--- src/sv/amg_pkg.sv ---
package amg_pkg;

    localparam int MaxOrder = 4;
    localparam int MaxElems = 64;

    localparam int SampleW  = 16;
    localparam int FracW    = 14;
    localparam int ProdW    = 2 * SampleW;
    localparam int AccW     = ProdW + 3;
    localparam int ElemW    = $clog2(MaxElems);
    localparam int ElemsW   = $clog2(MaxElems + 1);
    localparam int SlotW    = $clog2(MaxOrder);
    localparam int OrderW   = $clog2(MaxOrder + 1);
    localparam int CfgIdxW  = 3;
    localparam int CfgDataW = 16;

    localparam int RoundBias = 1 << (FracW - 1);
    localparam int SatMax    = (1 << (SampleW - 1)) - 1;
    localparam int SatMin    = -(1 << (SampleW - 1));

    typedef enum logic [CfgIdxW-1:0] {
        CFG_ORDER = 3'd0,
        CFG_ELEMS = 3'd1,
        CFG_COEF0 = 3'd2,
        CFG_COEF1 = 3'd3,
        CFG_COEF2 = 3'd4,
        CFG_COEF3 = 3'd5
    } cfg_idx_t;

    typedef logic [ElemW-1:0]                 elem_t;
    typedef logic [SlotW-1:0]                 slot_t;
    typedef logic [OrderW-1:0]                order_t;
    typedef logic [MaxOrder-1:0][SampleW-1:0] row_t;
    typedef logic [MaxOrder-1:0][SampleW-1:0] coef_vec_t;
    typedef logic [MaxOrder-1:0][ProdW-1:0]   prod_vec_t;

    typedef struct packed {
        elem_t                    elem;
        slot_t                    slot;
        slot_t [MaxOrder-1:0]     src;
        logic  [MaxOrder-1:0]     tap_en;
        logic                     last;
    } issue_t;

    function automatic order_t eff_order(input order_t o);
        order_t r;
        if (o == '0) begin
            r = OrderW'(1);
        end else if (o > OrderW'(MaxOrder)) begin
            r = OrderW'(MaxOrder);
        end else begin
            r = o;
        end
        return r;
    endfunction

    function automatic logic [ElemsW-1:0] eff_elems(input logic [ElemsW-1:0] n);
        logic [ElemsW-1:0] r;
        if (n == '0) begin
            r = ElemsW'(1);
        end else if (n > ElemsW'(MaxElems)) begin
            r = ElemsW'(MaxElems);
        end else begin
            r = n;
        end
        return r;
    endfunction

    function automatic slot_t slot_mod(input slot_t p, input order_t o);
        slot_t r;
        if (o == OrderW'(1)) begin
            r = '0;
        end else if (OrderW'(p) >= o) begin
            r = SlotW'(OrderW'(p) - o);
        end else begin
            r = p;
        end
        return r;
    endfunction

    function automatic slot_t slot_inc(input slot_t s, input order_t o);
        logic [OrderW-1:0] t;
        t = OrderW'(s) + OrderW'(1);
        return (t >= o) ? '0 : SlotW'(t);
    endfunction

    function automatic slot_t tap_src(input slot_t s, input order_t o, input slot_t j);
        logic [OrderW:0] t;
        t = (OrderW+1)'(s) + (OrderW+1)'(o) - (OrderW+1)'(1) - (OrderW+1)'(j);
        if (t >= (OrderW+1)'(o)) begin
            t = t - (OrderW+1)'(o);
        end
        return SlotW'(t);
    endfunction

endpackage

--- src/sv/amg_seq.sv ---
module amg_seq import amg_pkg::*; (
    input  logic                aclk,
    input  logic                aresetn,
    input  logic                cfg_wr_en,
    input  logic [CfgIdxW-1:0]  cfg_index,
    input  logic [CfgDataW-1:0] cfg_data,
    input  logic                accept,
    output issue_t              issue,
    output coef_vec_t           coef
);

    order_t            order_reg;
    logic [ElemsW-1:0] elems_reg;
    coef_vec_t         coef_reg;
    elem_t             cnt_reg;
    elem_t             cnt_next;
    slot_t             ptr_reg;
    slot_t             ptr_next;
    order_t            order_eff;
    logic [ElemsW-1:0] elems_eff;
    slot_t             slot;

    always_ff @(posedge aclk) begin
        if (!aresetn) begin
            order_reg <= OrderW'(1);
            elems_reg <= ElemsW'(MaxElems);
            coef_reg  <= '0;
        end else if (cfg_wr_en) begin
            unique case (cfg_idx_t'(cfg_index))
                CFG_ORDER: order_reg   <= cfg_data[OrderW-1:0];
                CFG_ELEMS: elems_reg   <= cfg_data[ElemsW-1:0];
                CFG_COEF0: coef_reg[0] <= cfg_data;
                CFG_COEF1: coef_reg[1] <= cfg_data;
                CFG_COEF2: coef_reg[2] <= cfg_data;
                CFG_COEF3: coef_reg[3] <= cfg_data;
                default: ;
            endcase
        end
    end

    always_comb begin
        order_eff   = eff_order(order_reg);
        elems_eff   = eff_elems(elems_reg);
        slot        = slot_mod(ptr_reg, order_eff);
        issue.elem  = cnt_reg;
        issue.slot  = slot;
        issue.last  = (ElemsW'(cnt_reg) + ElemsW'(1)) >= elems_eff;
        for (int j = 0; j < MaxOrder; j++) begin
            issue.src[j]    = tap_src(slot, order_eff, SlotW'(j));
            issue.tap_en[j] = OrderW'(j) < order_eff;
        end
        if (issue.last) begin
            cnt_next = '0;
            ptr_next = slot_inc(slot, order_eff);
        end else begin
            cnt_next = cnt_reg + ElemW'(1);
            ptr_next = slot;
        end
    end

    always_ff @(posedge aclk) begin
        if (!aresetn) begin
            cnt_reg <= '0;
            ptr_reg <= '0;
        end else if (accept) begin
            cnt_reg <= cnt_next;
            ptr_reg <= ptr_next;
        end
    end

    assign coef = coef_reg;

endmodule

--- config.mk ---
export PLATFORM = sky130hd
export DESIGN_NAME = amg_seq
export DESIGN_NICKNAME = d
export VERILOG_FILES = /design/src/sv/amg_pkg.sv /design/src/sv/amg_seq.sv
export SDC_FILE = /design/constraint.sdc
export NUM_CORES = 1
export LEC_CHECK = 0
export ABC_AREA = 1
export CELL_PAD_IN_SITES_DETAIL_PLACEMENT = 1
export CELL_PAD_IN_SITES_GLOBAL_PLACEMENT = 1
export CORE_MARGIN = 10
export CORE_UTILIZATION = 45
export CTS_BUF_LIST = sky130_fd_sc_hd__clkbuf_16
export CTS_CLUSTER_DIAMETER = 30
export DETAILED_ROUTE_END_ITERATION = 8
export DONT_BUFFER_PORTS = 1
export PLACE_DENSITY = 0.84
export SETUP_SLACK_MARGIN = 0.02
export SYNTH_ARGS = -nofsm -noshare
export SYNTH_HDL_FRONTEND = slang
export SYNTH_SLANG_ARGS = --single-unit
--- constraint.sdc ---
create_clock -name aclk -period 5.35 [get_ports aclk]
set_clock_uncertainty 0.15 [all_clocks]
set_input_delay 1.07 -clock aclk [delete_from_list [all_inputs] [get_ports aclk]]
set_output_delay 1.07 -clock aclk [all_outputs]
set_load 0.01 [all_outputs]
==> summary.txt <==
CTS
  • Clock H-tree levels: 3
  • CTS clock-pin slew for the worst setup and hold paths: around 70 ps
  • Sink Count: a little over 80
  • Cts bufs inserted: 9
  • Max clock buf depth: 2
  • Worst skew pair latency: roughly 330 ps
  • Root buffer cell: clkbuf_16
  • TritonCTS clock tree: yes
  • Hold buffers post-CTS: 0

STA
  • Total negative slack: 0 ps
  • Max transition margin: approximately a quarter
  • Endpoints failing hold: 0
  • Final setup vio count: 0
  • Fmax: between 150 and 200 MHz
  • Worst Max-Slew Pin Slew: about 1100 ps
  • Final min period: about 5200 ps
  • Max Slew Vio Count: 0
  • Final worst path period share: between 90% and 100%

GRT
  • First-pass GRT wire length: between 20000 and 25000 µm
  • Tot GR Track Use: approximately a fifth
  • Total grt overflow: 0
  • Initial antenna violation count: 0
  • Largest net degree at the start of global routing: 77
  • Vias in the first global route: ~3900

Setup path
  • CP required: a little over 4000 ps
  • CP endpoint kind: primary output
  • Worst path depth: 23
  • Reg2reg path depth: 19
  • Startpoint class of the critical path: flop
  • Worst-path fanout max: 6
  • Slowest CP cell: fa_2
  • FF-to-FF Start: order_reg[2]$_SDFFE_PN0P_
  • Crit-path cells: inv_4 -> o21ai_4 -> inv_2 -> ha_4 -> nand2_1 -> nand3_2 -> buf_4 -> nand3_1 -> nand3_1 -> ha_1 -> inv_1 -> ha_1 -> inv_1 -> fa_2 -> inv_2 -> ha_1 -> nand2_2 -> o21ai_2 -> inv_1 -> o21ai_2 -> nand2_1 -> o21ai_1 -> buf_4
  • WS Path Type: flop to primary output
  • Delay-heaviest family, CP: adder cells
  • Worst Path Buf+Inv: 8
  • R2r endpoint: ptr_reg[1]$_SDFFE_PN0P_
  • CP endpoint: issue[5]
  • Reg2Reg Setup Slack: ~2200 ps
  • Crit path DAT: slightly below 4000 ps
  • Max stage delay on crit path: around 640 ps
  • Critical path launch point: order_reg[2]$_SDFFE_PN0P_

Synthesis
  • Fraction of synthesized area in multiplexers: 0%
  • Post-synthesis register bit count: between 80 and 90
  • Simple-Gate Fraction of Synth Area: approximately 24%
  • Post-Synth XOR/XNOR Area: under 10%
  • Seq/Total Area, Yosys: 40.0%
  • Syn Inst Count: 562
  • Adder-cell area share of the yosys netlist: approximately 12%
  • Syn nets: 620
  • Largest family of logic cells by synthesized area: simple AND/OR/NAND/NOR gates
  • Syn_area_per_cell: 7.30 µm²
  • Mapped Area: between 4000 and 5000 µm²
  • Synth Area in Compound Gates: between 10 and 15%
  • Synth warn: 0
  • Post-synth cell types: 30

Detailed routing
  • Final WL: between 10000 and 15000 µm
  • Antenna Nets Post-Route: 0
  • Routed len/inst: between 15 and 20 µm
  • # DRC: 0
  • Vias post-DR: 3616
  • Drt first pass iters: 4
  • Vias/cell: 5.33
  • Drt first-iter violations: about 190

Final layout
  • Area Overhead vs Synth: 12.6%
  • # fillers: between 1000 and 1500
  • Number of flip-flops in the largest register: 64
  • Commonest non-fill, non-tap cell in the layout: nor2_1
  • Final core utilization: a little over half
  • Commonest non-fill, non-tap cells in the layout: nor2_1, dfxtp_1, o21ai_0
  • Total Nets Final: 624
  • Share of cells above drive strength 1: around 11%
  • Antenna Cells: 0
  • Design area: ~4600 µm²

Placed design
  • Placed Instance Area: approximately 4200 µm²
  • Final HPWL DP: about 9200 µm
  • GP Congestion: between 0.8 and 0.9
  • I/O Buffers: 0

Flow run
  • Max-Cap Viols: 0

Floorplan
  • Die area: between 10000 and 15000 µm²
  • I/O pin count: around 110
  • Std-Cell Rows: 34
  • Die span in x: approximately 120 µm
  • Initial Util: 46.6%
  • Die Y: between 100 and 150 µm
  • Core area: approximately 9000 µm²

Pwr
  • Power Total: roughly 1500 µW
  • Leak: 0.00211 µW
  • Pwr dens: between 300 and 400 nW/µm²
  • Worst vdd ir: roughly 160 µV

Status
  • Status: finished clean

Min path
  • Hold WC Path Type: flop to flop
-- how the worst min path moves through the flow --
stage / start / slack [ps] / endpoint / depth (start not counted)
floorplan: coef[21]$_SDFFE_PN0P_ / 320 / coef[21]$_SDFFE_PN0P_ / 2
global placement: coef[29]$_SDFFE_PN0P_ / 340 / coef[29]$_SDFFE_PN0P_ / 2
detailed placement: coef[29]$_SDFFE_PN0P_ / 350 / coef[29]$_SDFFE_PN0P_ / 2
CTS: coef[29]$_SDFFE_PN0P_ / 360 / coef[29]$_SDFFE_PN0P_ / 2
global route: coef[26]$_SDFFE_PN0P_ / 390 / coef[26]$_SDFFE_PN0P_ / 2
finish: coef[29]$_SDFFE_PN0P_ / 350 / coef[29]$_SDFFE_PN0P_ / 2
-- report_power, final --
part	switching, µW	internal [µW]
sequential	27.6	631
combinational	144	86.9
clock	273	322
total	444	1040
-- worst reg2reg max path, delay by kind of cell (launching register included) --
family                     cells  cell delay [ps]
and+or+nand+nor               10             1010
adders and majority gates      2              780
buffers and inverters          6              680
DFF                            1              430
AOI/OAI and AO/OA              1               60
-- what timing repair did --
action	4_1_cts	5_1_grt
pin swaps	3	7
gates resized for setup	6	20
setup buffers	3	4
gates cloned	0	0
endpoints found under the setup margin	8	8
-- cell families (layout without fill, tap and decap cells) --
logic type | count (synthesis) | count (layout)
flops | 82 | 82
buf+inv | 85 | 94
xor+xnor | 9 | 9
simple gates | 239 | 239
compound gates | 111 | 111
other cells | 1 | 1
fa+ha+maj | 35 | 35
-- routing by layer --
metal	part of all wire (%)	track usage, %	vias up	wire length (µm)
li1	-	-	1781	-
met1	38	19.7	1725	4840
met2	50	32.4	97	6300
met3	11	9.25	13	1340
met4	1.2	5.07	0	151
met5	0	0	-	0
-- final cells by class --
type	count	area [µm²]	area share [%]
tap	108	135	2.93
inverter	66	250	5.42
timing repair buffer	12	90.1	1.95
clock buffer	9	225	4.88
multi-input combinational	395	2210	47.9
clock inverter	7	57.6	1.25
sequential	82	1650	35.6
-- Yosys cell counts --
library cell | count | share of area (%)
nor2_2 | 3 | 0.46
fa_1 | 5 | 2.4
nor3_4 | 1 | 0.40
nor2_4 | 1 | 0.27
conb_1 | 1 | 0.091
nand3_1 | 22 | 2.7
o21bai_1 | 1 | 0.18
xor2_1 | 6 | 1.3
inv_2 | 3 | 0.27
a21oi_1 | 29 | 3.5
nand3b_1 | 2 | 0.37
o21ai_4 | 1 | 0.40
o21ai_2 | 1 | 0.21
nand4_1 | 1 | 0.15
xor2_2 | 2 | 0.79
clkbuf_1 | 14 | 1.3
buf_2 | 4 | 0.49
nor3_2 | 1 | 0.24
o211ai_1 | 1 | 0.18
dfxtp_1 | 82 | 40
inv_1 | 63 | 5.8
nor3b_4 | 1 | 0.46
o21ai_1 | 1 | 0.12
o21ai_0 | 77 | 9.4
buf_4 | 1 | 0.18
xnor2_1 | 1 | 0.21
nand2_1 | 77 | 7.0
nand2_2 | 1 | 0.15
nor2_1 | 129 | 12
ha_1 | 30 | 9.1
-- through the flow --
| stage | setup slack, ps | hold slack, ps | std cells |
|---|---|---|---|
| 2_1_floorplan | 249 | 318 | 562 |
| 3_5_place_dp | 111 | 348 | 656 |
| 6_report | 166 | 353 | 679 |
| 5_1_grt | -90.8 | 387 | 679 |
| 4_1_cts | 29.4 | 358 | 675 |
| 3_3_place_gp | 356 | 342 | 656 |
Power figures use the tool's default switching activity.
